==> src/rtl/salist_pkg.sv <==
// ----------------------------------------------------------------------------
// salist_pkg
// Shared types, codes and helpers for the sorted array list engine.
// ----------------------------------------------------------------------------
package salist_pkg;

  // default sizing
  localparam int DEPTH_DEF        = 64;
  localparam int PAYLOAD_BITS_DEF = 64;

  // fixed field widths
  localparam int KEY_BITS = 32;
  localparam int POS_BITS = 7;
  localparam int CNT_BITS = 7;
  localparam int ACT_BITS = 3;

  // operation codes carried on the input tuser
  typedef enum logic [ACT_BITS-1:0] {
    OP_INS_END    = 3'd0,
    OP_INS_FRONT  = 3'd1,
    OP_INS_SORTED = 3'd2,
    OP_RM_KEY     = 3'd3,
    OP_RM_FRONT   = 3'd4,
    OP_RM_END     = 3'd5,
    OP_READ_POS   = 3'd6,
    OP_FIND_KEY   = 3'd7
  } action_t;

  // sequencer states
  typedef enum logic [3:0] {
    ST_IDLE,
    ST_SCAN_RD,
    ST_SCAN_CMP,
    ST_UP_RD,
    ST_UP_WR,
    ST_DN_RD,
    ST_DN_WR,
    ST_WRITE,
    ST_READ,
    ST_RESP
  } state_t;

  // status of one result item
  typedef struct packed {
    logic                ok;
    logic [CNT_BITS-1:0] entry_count;
    logic                is_full;
    logic                is_empty;
  } res_stat_t;

  // signed key compare
  function automatic logic key_less(input logic [KEY_BITS-1:0] a,
                                    input logic [KEY_BITS-1:0] b);
    return $signed(a) < $signed(b);
  endfunction

endpackage

==> src/rtl/salist_seq.sv <==
// ----------------------------------------------------------------------------
// salist_seq
// Operation sequencer: scans, shifts and writes the record memory one entry
// at a time and keeps the fill count.
// ----------------------------------------------------------------------------
module salist_seq #(
  parameter int DEPTH        = salist_pkg::DEPTH_DEF,
  parameter int PAYLOAD_BITS = salist_pkg::PAYLOAD_BITS_DEF
) (
  input  logic                                 clk,
  input  logic                                 rst_n,
  // input item
  input  logic                                 in_valid,
  output logic                                 in_ready,
  input  salist_pkg::action_t                  in_action,
  input  logic [salist_pkg::KEY_BITS-1:0]      in_key,
  input  logic [PAYLOAD_BITS-1:0]              in_payload,
  input  logic [salist_pkg::POS_BITS-1:0]      in_position,
  // memory
  output logic                                 mem_rd_en,
  output logic [((DEPTH > 1) ? $clog2(DEPTH) : 1)-1:0] mem_rd_addr,
  input  logic [salist_pkg::KEY_BITS+PAYLOAD_BITS-1:0] mem_rd_data,
  output logic                                 mem_wr_en,
  output logic [((DEPTH > 1) ? $clog2(DEPTH) : 1)-1:0] mem_wr_addr,
  output logic [salist_pkg::KEY_BITS+PAYLOAD_BITS-1:0] mem_wr_data,
  // result item
  output logic                                 res_valid,
  input  logic                                 res_ready,
  output salist_pkg::res_stat_t                res_stat,
  output logic [salist_pkg::KEY_BITS-1:0]      res_key,
  output logic [PAYLOAD_BITS-1:0]              res_payload
);

  localparam int KW = salist_pkg::KEY_BITS;
  localparam int CW = $clog2(DEPTH + 1);
  localparam int AW = (DEPTH > 1) ? $clog2(DEPTH) : 1;
  localparam int XW = (CW > salist_pkg::POS_BITS) ? CW : salist_pkg::POS_BITS;

  salist_pkg::state_t  state_r, state_nxt;
  salist_pkg::action_t op_r, op_nxt;
  logic [KW-1:0]           key_r, key_nxt;
  logic [PAYLOAD_BITS-1:0] pay_r, pay_nxt;
  logic [CW-1:0]           idx_r, idx_nxt;
  logic [CW-1:0]           tgt_r, tgt_nxt;
  logic [CW-1:0]           cnt_r, cnt_nxt;
  logic                    ok_r, ok_nxt;
  logic [KW-1:0]           fkey_r, fkey_nxt;
  logic [PAYLOAD_BITS-1:0] fpay_r, fpay_nxt;

  logic                    accept;
  logic                    full_w, empty_w;
  logic                    scan_more, up_more, dn_more, pos_ok, key_eq;
  logic [CW-1:0]           idx_inc, idx_dec;
  logic [XW-1:0]           pos_x, pos_m1;
  logic [KW-1:0]           rd_key;
  logic [PAYLOAD_BITS-1:0] rd_pay;

  // shared conditions
  assign accept    = in_valid && in_ready;
  assign full_w    = (cnt_r == CW'(DEPTH));
  assign empty_w   = (cnt_r == '0);
  assign idx_inc   = idx_r + CW'(1);
  assign idx_dec   = idx_r - CW'(1);
  assign scan_more = (idx_r < cnt_r);
  assign up_more   = (idx_r > tgt_r);
  assign dn_more   = (idx_inc < cnt_r);
  assign pos_x     = XW'(in_position);
  assign pos_m1    = pos_x - XW'(1);
  assign pos_ok    = (pos_x != '0) && (pos_x <= XW'(cnt_r));
  assign rd_key    = mem_rd_data[KW-1:0];
  assign rd_pay    = mem_rd_data[KW +: PAYLOAD_BITS];
  assign key_eq    = (rd_key == key_r);

  // next state
  always_comb begin
    state_nxt = state_r;
    case (state_r)
      salist_pkg::ST_IDLE: begin
        if (in_valid) begin
          case (in_action)
            salist_pkg::OP_INS_END:
              state_nxt = full_w ? salist_pkg::ST_RESP : salist_pkg::ST_WRITE;
            salist_pkg::OP_INS_FRONT:
              state_nxt = full_w ? salist_pkg::ST_RESP : salist_pkg::ST_UP_RD;
            salist_pkg::OP_INS_SORTED:
              state_nxt = full_w ? salist_pkg::ST_RESP : salist_pkg::ST_SCAN_RD;
            salist_pkg::OP_RM_KEY, salist_pkg::OP_FIND_KEY:
              state_nxt = salist_pkg::ST_SCAN_RD;
            salist_pkg::OP_RM_FRONT:
              state_nxt = empty_w ? salist_pkg::ST_RESP : salist_pkg::ST_DN_RD;
            salist_pkg::OP_READ_POS:
              state_nxt = pos_ok ? salist_pkg::ST_READ : salist_pkg::ST_RESP;
            default:
              state_nxt = salist_pkg::ST_RESP;
          endcase
        end
      end
      salist_pkg::ST_SCAN_RD: begin
        if (scan_more) begin
          state_nxt = salist_pkg::ST_SCAN_CMP;
        end else if (op_r == salist_pkg::OP_INS_SORTED) begin
          state_nxt = salist_pkg::ST_UP_RD;
        end else begin
          state_nxt = salist_pkg::ST_RESP;
        end
      end
      salist_pkg::ST_SCAN_CMP: begin
        case (op_r)
          salist_pkg::OP_INS_SORTED:
            state_nxt = salist_pkg::key_less(rd_key, key_r) ?
                        salist_pkg::ST_SCAN_RD : salist_pkg::ST_UP_RD;
          salist_pkg::OP_RM_KEY:
            state_nxt = key_eq ? salist_pkg::ST_DN_RD : salist_pkg::ST_SCAN_RD;
          default:
            state_nxt = key_eq ? salist_pkg::ST_RESP : salist_pkg::ST_SCAN_RD;
        endcase
      end
      salist_pkg::ST_UP_RD:
        state_nxt = up_more ? salist_pkg::ST_UP_WR : salist_pkg::ST_WRITE;
      salist_pkg::ST_UP_WR:
        state_nxt = salist_pkg::ST_UP_RD;
      salist_pkg::ST_DN_RD:
        state_nxt = dn_more ? salist_pkg::ST_DN_WR : salist_pkg::ST_RESP;
      salist_pkg::ST_DN_WR:
        state_nxt = salist_pkg::ST_DN_RD;
      salist_pkg::ST_WRITE:
        state_nxt = salist_pkg::ST_RESP;
      salist_pkg::ST_READ:
        state_nxt = salist_pkg::ST_RESP;
      salist_pkg::ST_RESP: begin
        if (res_ready) begin
          state_nxt = salist_pkg::ST_IDLE;
        end
      end
      default:
        state_nxt = salist_pkg::ST_IDLE;
    endcase
  end

  // datapath register updates
  always_comb begin
    op_nxt   = op_r;
    key_nxt  = key_r;
    pay_nxt  = pay_r;
    idx_nxt  = idx_r;
    tgt_nxt  = tgt_r;
    cnt_nxt  = cnt_r;
    ok_nxt   = ok_r;
    fkey_nxt = fkey_r;
    fpay_nxt = fpay_r;
    case (state_r)
      salist_pkg::ST_IDLE: begin
        if (accept) begin
          op_nxt   = in_action;
          key_nxt  = in_key;
          pay_nxt  = in_payload;
          ok_nxt   = 1'b0;
          fkey_nxt = '0;
          fpay_nxt = '0;
          idx_nxt  = '0;
          tgt_nxt  = '0;
          case (in_action)
            salist_pkg::OP_INS_END:   tgt_nxt = cnt_r;
            salist_pkg::OP_INS_FRONT: idx_nxt = cnt_r;
            salist_pkg::OP_RM_END: begin
              if (!empty_w) begin
                cnt_nxt = cnt_r - CW'(1);
                ok_nxt  = 1'b1;
              end
            end
            default: ;
          endcase
        end
      end
      salist_pkg::ST_SCAN_RD: begin
        // nothing smaller left: sorted insert goes at the end
        if (!scan_more) begin
          tgt_nxt = cnt_r;
          idx_nxt = cnt_r;
        end
      end
      salist_pkg::ST_SCAN_CMP: begin
        case (op_r)
          salist_pkg::OP_INS_SORTED: begin
            if (salist_pkg::key_less(rd_key, key_r)) begin
              idx_nxt = idx_inc;
            end else begin
              tgt_nxt = idx_r;
              idx_nxt = cnt_r;
            end
          end
          salist_pkg::OP_RM_KEY: begin
            if (!key_eq) begin
              idx_nxt = idx_inc;
            end
          end
          default: begin
            if (key_eq) begin
              ok_nxt   = 1'b1;
              fkey_nxt = rd_key;
              fpay_nxt = rd_pay;
            end else begin
              idx_nxt = idx_inc;
            end
          end
        endcase
      end
      salist_pkg::ST_UP_WR: idx_nxt = idx_dec;
      salist_pkg::ST_DN_RD: begin
        if (!dn_more) begin
          cnt_nxt = cnt_r - CW'(1);
          ok_nxt  = 1'b1;
        end
      end
      salist_pkg::ST_DN_WR: idx_nxt = idx_inc;
      salist_pkg::ST_WRITE: begin
        cnt_nxt = cnt_r + CW'(1);
        ok_nxt  = 1'b1;
      end
      salist_pkg::ST_READ: begin
        ok_nxt   = 1'b1;
        fkey_nxt = rd_key;
        fpay_nxt = rd_pay;
      end
      default: ;
    endcase
  end

  // memory and handshake outputs
  always_comb begin
    in_ready    = 1'b0;
    res_valid   = 1'b0;
    mem_rd_en   = 1'b0;
    mem_rd_addr = idx_r[AW-1:0];
    mem_wr_en   = 1'b0;
    mem_wr_addr = idx_r[AW-1:0];
    mem_wr_data = mem_rd_data;
    case (state_r)
      salist_pkg::ST_IDLE: begin
        in_ready    = 1'b1;
        mem_rd_en   = in_valid && (in_action == salist_pkg::OP_READ_POS) && pos_ok;
        mem_rd_addr = pos_m1[AW-1:0];
      end
      salist_pkg::ST_SCAN_RD: mem_rd_en = scan_more;
      salist_pkg::ST_UP_RD: begin
        mem_rd_en   = up_more;
        mem_rd_addr = idx_dec[AW-1:0];
      end
      salist_pkg::ST_DN_RD: begin
        mem_rd_en   = dn_more;
        mem_rd_addr = idx_inc[AW-1:0];
      end
      salist_pkg::ST_UP_WR, salist_pkg::ST_DN_WR: mem_wr_en = 1'b1;
      salist_pkg::ST_WRITE: begin
        mem_wr_en   = 1'b1;
        mem_wr_addr = tgt_r[AW-1:0];
        mem_wr_data = {pay_r, key_r};
      end
      salist_pkg::ST_RESP: res_valid = 1'b1;
      default: ;
    endcase
  end

  // result fields
  assign res_stat.ok          = ok_r;
  assign res_stat.entry_count = salist_pkg::CNT_BITS'(cnt_r);
  assign res_stat.is_full     = full_w;
  assign res_stat.is_empty    = empty_w;
  assign res_key              = fkey_r;
  assign res_payload          = fpay_r;

  // control registers
  always_ff @(posedge clk) begin
    if (!rst_n) begin
      state_r <= salist_pkg::ST_IDLE;
      cnt_r   <= '0;
    end else begin
      state_r <= state_nxt;
      cnt_r   <= cnt_nxt;
    end
  end

  // per-item registers
  always_ff @(posedge clk) begin
    op_r   <= op_nxt;
    key_r  <= key_nxt;
    pay_r  <= pay_nxt;
    idx_r  <= idx_nxt;
    tgt_r  <= tgt_nxt;
    ok_r   <= ok_nxt;
    fkey_r <= fkey_nxt;
    fpay_r <= fpay_nxt;
  end

endmodule

==> config.mk <==
export PLATFORM = sky130hd
export DESIGN_NAME = salist_seq
export DESIGN_NICKNAME = d
export VERILOG_FILES = /design/src/rtl/salist_pkg.sv /design/src/rtl/salist_seq.sv
export SDC_FILE = /design/constraint.sdc
export NUM_CORES = 1
export LEC_CHECK = 0
export ABC_AREA = 1
export BUFFER_PORTS_ARGS = -buffer_cell sky130_fd_sc_hd__clkbuf_2
export CAP_MARGIN = 20
export CORE_AREA = 2 2 165 167
export DETAILED_ROUTE_END_ITERATION = 6
export DIE_AREA = 0 0 167 169
export GPL_ROUTABILITY_DRIVEN = 0
export GPL_TIMING_DRIVEN = 1
export PLACE_DENSITY = 0.75
export SYNTH_ARGS = -nofsm -noshare
export SYNTH_HDL_FRONTEND = slang
export SYNTH_SLANG_ARGS = --single-unit
==> constraint.sdc <==
create_clock -name clk -period 9.5 [get_ports clk]
set_input_delay 1.425 -clock clk [delete_from_list [all_inputs] [get_ports clk]]
set_output_delay 1.425 -clock clk [all_outputs]
set_load 0.005 [all_outputs]
# [After elaboration in Yosys (flattened, before gate mapping)]
# Index checks and enable logic that the tools add are counted.
[word_totals] output_inout_bits=218 register_bits=221
[classes] order_cmp=5 addsub=5 muxes=56 n_eq_ne=32 reduce_logical=24
[ops] cell="two-way mux 64 bit" n=3
[ops] cell="case mux 64 bit (3 select lines)" n=1
[ops] cell="two-way mux 7 bit" n=14
[ops] cell="two-way mux 32 bit" n=3
[ops] cell="two-way mux 96 bit" n=1
[ops] cell="case mux 32 bit (3 select lines)" n=1
[ops] cell="case mux 7 bit (3 select lines)" n=2
[ops] cell="two-way mux 4 bit" n=10
[ops] cell="case mux 4 bit (9 select lines)" n=1
[ops] cell="case mux 7 bit (5 select lines)" n=1
[ops] cell="== test 32 bit" n=1
[ops] cell="< comparator 32 bit" n=1
[ops] cell="case mux 4 bit (6 select lines)" n=1
[ops] cell="!= test 2 bit, second input constant" n=10
[ops] cell="case mux 6 bit (3 select lines)" n=1
[ops] cell="== test 4 x 3 -> 1 bit, second input constant" n=4
[ops] cell="AND reduction 5 bit" n=3
[ops] cell="adder 7 x 1 -> 7 bit, second input constant" n=2
[ops] cell="< comparator 7 bit" n=2
[ops] cell="subtractor 7 x 1 -> 7 bit, second input constant" n=2
[ops] cell="== test 3 x 2 -> 1 bit, second input constant" n=4
[ops] cell="== test 3 bit, second input constant" n=4
[ops] cell="two-way mux 1 bit" n=10
[ops] cell="nonzero test 3 bit" n=3
[ops] cell="26 further kinds" n=37

# [Logic depth before layout (Yosys ltp)]
[depth] ltp_word=6 ltp_mapped=18 mapped_depth_nobuf=18

# [Worst setup path after synthesis]
# Ideal clock, no wire load.
[synth_timing] path_type="input-to-output" from="in in_valid" to="out mem_rd_en" stages=4 arrival_ns=6.147 path_slack_ns=1.928 path_cell_list="inv_1 > nor2_1 > nand4_1 > o2111ai_1"
[synth_between] elab_chain_cells=3
[synth_lines] element="from (decl)" line="salist_seq.sv:13" text="input logic in_valid,"
[synth_lines] element="logical AND 1 bit (2 in series)" line="salist_seq.sv:241" text="mem_rd_en = in_valid && (in_action == salist_pkg::OP_READ_POS) && pos_ok;"
[synth_lines] element="case mux 1 bit (4 select lines)" line="salist_seq.sv:238" text="case (state_r)"
[synth_lines] element="to (decl)" line="salist_seq.sv:20" text="output logic mem_rd_en,"
# Every way passes these cells.

# [Worst setup path after layout]
[layout_timing] from="reg state_r[2]" to="out mem_wr_data[18] in the netlist's numbering"
[layout_between] elab_chain_cells=2
[layout_lines] element="from (decl)" line="salist_seq.sv:39" text="salist_pkg::state_t state_r, state_nxt;"
[layout_lines] element="from (signal assigned)" line="salist_seq.sv:275" text="state_r <= salist_pkg::ST_IDLE;"
[layout_lines] element="from (signal assigned)" line="salist_seq.sv:278" text="state_r <= state_nxt;"
[layout_lines] element="== test 4 x 3 -> 1 bit" line="salist_seq.sv:238"
[layout_lines] element="two-way mux 96 bit" line="salist_seq.sv:238"
[layout_lines] element="to (decl)" line="salist_seq.sv:25" text="output logic [salist_pkg::KEY_BITS+PAYLOAD_BITS-1:0] mem_wr_data,"
# Every way passes these cells.

==> impl_metrics.yaml <==
logic_synthesis:
  syn-cell-area_um2: 11600
  ys_types: 54
  ys_ff_latch: 221
  synth_top_cell_area_share: 0.543
  syn_inst: 1209
  async_flop_share: 0
  syn_avg_cell_area_um2: 9.60
  yosys.area.top_type: "edfxtp_1"
  ys_top_cells_by_area: "edfxtp_1 (54%), ha_1 (7.2%), nand2_1 (7.2%), inv_1 (6.3%), o21ai_0 (5.0%)"
  syn_nets: 1483
  yosysWarnings: 0
  synthFlopType: "edfxtp_1"
  synth_edf_count: 210
  ys_seq_area_frac: 0.562
pwr:
  power_density_nw_per_um2: 303
  power.static_leakage_nw: 7.06
  p_total_mw: 4.51
  irDropWorstVdd_mv: 0.204
cts:
  cts_hold_buf: 0
  cts_buffer_depth: 3
  clk_latency_ns: 0.51
  cts-root-buf: "clkbuf_16"
  cts_max_level: 1
  cts_setup_buffers: 0
  cts.reportedPaths.clkPinSlew_ns: 0.06
  cts_tree: "built"
  cts_buffers: 25
  cts-resized-gates: 0
  cts_sinks: 221
finish:
  multiInputGateArea_um2: 4130
  area.sequential_um2: 6530
  filler_cell_count: 2295
  drive_above_1_share: 0.310
  syn2layout_area_growth_pct: 28.1
  nNetsFinal: 1900
  utilization: 0.561
setup_path:
  critical_path_depth: 8
  cp_slowest_stage_delay_ns: 0.81
  cp-endpoint: "mem_wr_data[18]"
  cp.arrival_ns: 3.40
  crit_chain: "inv_1 -> nor2_1 -> inv_2 -> nor2_4 -> buf_4 -> buf_4 -> o21ai_0 -> clkbuf_2"
  endpoint_kind: "output pin"
  slowest_stage: "buf_4"
  r2r-start: "cnt_r[6]$_SDFFE_PN0P_"
  path_common_cell: "buf_4"
  ff2ff_path_depth: 7
  cp.required_ns: 8.08
  cp-startpoint: "state_r[2]$_SDFFE_PN0P_"
  rrSetupSlack_ns: 6.38
  cp_top_family: "buffers and inverters"
  worstSetupStartpointType: "flop"
  crit_buf_inv: 5
  crit_fanout: 106
  critical_path_class: "reg -> out"
  timing.rr.end: "idx_r[1]$_DFFE_PP_"
routing:
  ant_nets: 0
  dr.pass1.iters: 7
  routed_via_density: 5.23
  drc: 0
  vias: 10400
  drt_iter0_markers: 1214
  wl_per_cell_um: 18.6
  routed_wl_um: 36900
sta:
  maxSlewViolCount: 0
  grt_setup_unrepaired: "no"
  finalCritPeriodShare: 0.508
  max_freq_mhz: 207
  tightest_slew_ns: 1.05
  skew_ns: 0.00854
  hold_viol_final: 0
  tns_ns: 0
  fin_crit_ns: 4.82
  setup_viol: 0
  slew_headroom: 0.297
floorplan:
  die-area_um2: 28200
  start_util: 0.438
  core_area_um2: 26500
  rows: 60
  fp.dieH_um: 169
  die_x_um: 167
  pin_count: 424
global_route:
  grt_pass1_wl_um: 55500
  grt_start_max_net_pins: 107
  grt_antenna_before_repair: 1
  gr-usage-all-layers: 0.251
  met1_usage: 0.307
  grt_remaining_overflow: 0
  grt_use_met3: 0.0426
  use_met2: 0.446
  grt_pass1_vias: 9826
  grt.busiest_layer: "met2"
hold_path:
  hp-class: "reg -> reg"
placed_design:
  io_buffers: 423
  place_hpwl_um: 28100
status:
  status: "finished, final reports clean"
run:
  drv_cap: 0
## layout by cell type (no fill, tap or decap), types with 7 or more instances in the layout
| cell type | instances |
|---|---|
| clkbuf_16 | 25 |
| inv_1 | 194 |
| nor2_1 | 150 |
| dfxtp_1 | 11 |
| nand2_1 | 223 |
| xor2_1 | 11 |
| buf_4 | 7 |
| a21oi_1 | 41 |
| edfxtp_1 | 210 |
| clkbuf_2 | 423 |
| inv_2 | 9 |
| nor3_1 | 13 |
| nand3_1 | 25 |
| nand4_1 | 25 |
| o21ai_0 | 116 |
| ha_1 | 67 |
## cells by family (layout without fill, tap and decap cells)
family | count (synthesis) | count (layout) | synth area share
simple gates | 466 | 466 | 0.174
xor+xnor | 12 | 12 | 0.00906
buf+inv | 244 | 679 | 0.0834
other cells | 0 | 1 | 0
fa+ha+maj | 68 | 68 | 0.0740
flops | 221 | 221 | 0.562
compound gates | 198 | 198 | 0.0971
## how the worst min path moves through the flow
stage / startpoint / endpoint / slack [ns] / cells past startpoint
global route: state_r[2]$_SDFFE_PN0P_ / state_r[3]$_SDFFE_PN0P_ / 0.74 / 3
global placement: state_r[3]$_SDFFE_PN0P_ / state_r[3]$_SDFFE_PN0P_ / 0.66 / 4
CTS: state_r[2]$_SDFFE_PN0P_ / state_r[0]$_SDFFE_PN0P_ / 0.67 / 3
floorplan: idx_r[6]$_DFFE_PP_ / tgt_r[6]$_DFFE_PP_ / 0.59 / 1
detailed placement: state_r[2]$_SDFFE_PN0P_ / state_r[0]$_SDFFE_PN0P_ / 0.66 / 3
finish: state_r[2]$_SDFFE_PN0P_ / state_r[0]$_SDFFE_PN0P_ / 0.68 / 3
## sequential cells by signal, summed over array words and instances (netlist names)
signal       cells
tgt_r            7
op_r             3
res_payload     64
pay_r           64
idx_r            7
state_r          4
res_key         32
cnt_r            7
key_r           32
ok_r             1
## metrics by stage
stage                     hold WS [ns]  setup WS [ns]  cells  cell area (um2)
after CTS                        0.671           4.77   1985            14900
after detailed placement         0.659           5.32   1940            14000
after global placement           0.658           5.41   1940            14000
after floorplan                  0.590           1.93   1209            11600
final                            0.683           4.68   1986            14900
after global routing             0.737           4.46   1986            14900
## layer usage
metal	part of all wire	vias up
li1	-	4877
met1	0.37	4835
met2	0.50	578
met3	0.089	104
met4	0.038	0
met5	0	-
## cell usage after synthesis (all sizes together), types with 2 or more instances
library cell  instances
a211o                 5
a211oi                6
a21o                  2
a21oi                43
buf                  24
clkbuf               16
dfxtp                11
edfxtp              210
ha                   67
inv                 203
nand2               229
nand3                26
nand4                26
nor2                161
nor3                 18
o2111ai               3
o211ai                6
o21ai               118
o22ai                 3
o311ai                3
o31ai                 2
or2                   2
xor2                 11
## worst min-delay path, delay by kind of cell (launching register included)
family,cells,cell delay [ns]
simple gates,2,0.19
flops,1,0.37
compound gates,1,0.08
## report_power, final
part | switching (mW) | internal, mW | leakage (nW)
combinational | 1.14 | 0.522 | 4.49
sequential | 0.185 | 1.66 | 2.15
clock | 0.388 | 0.608 | 0.412
total | 1.71 | 2.79 | 7.06
## final cells by class
cell class	count	area share
inverters	204	0.0515
diodes	1	0.000168
clock inverters	12	0.0111
clock buffers	33	0.0455
repair buffers	430	0.146
flip-flops and latches	221	0.439
well taps	341	0.0287
multi-input cells	744	0.278
Power figures use the tool's default switching activity.
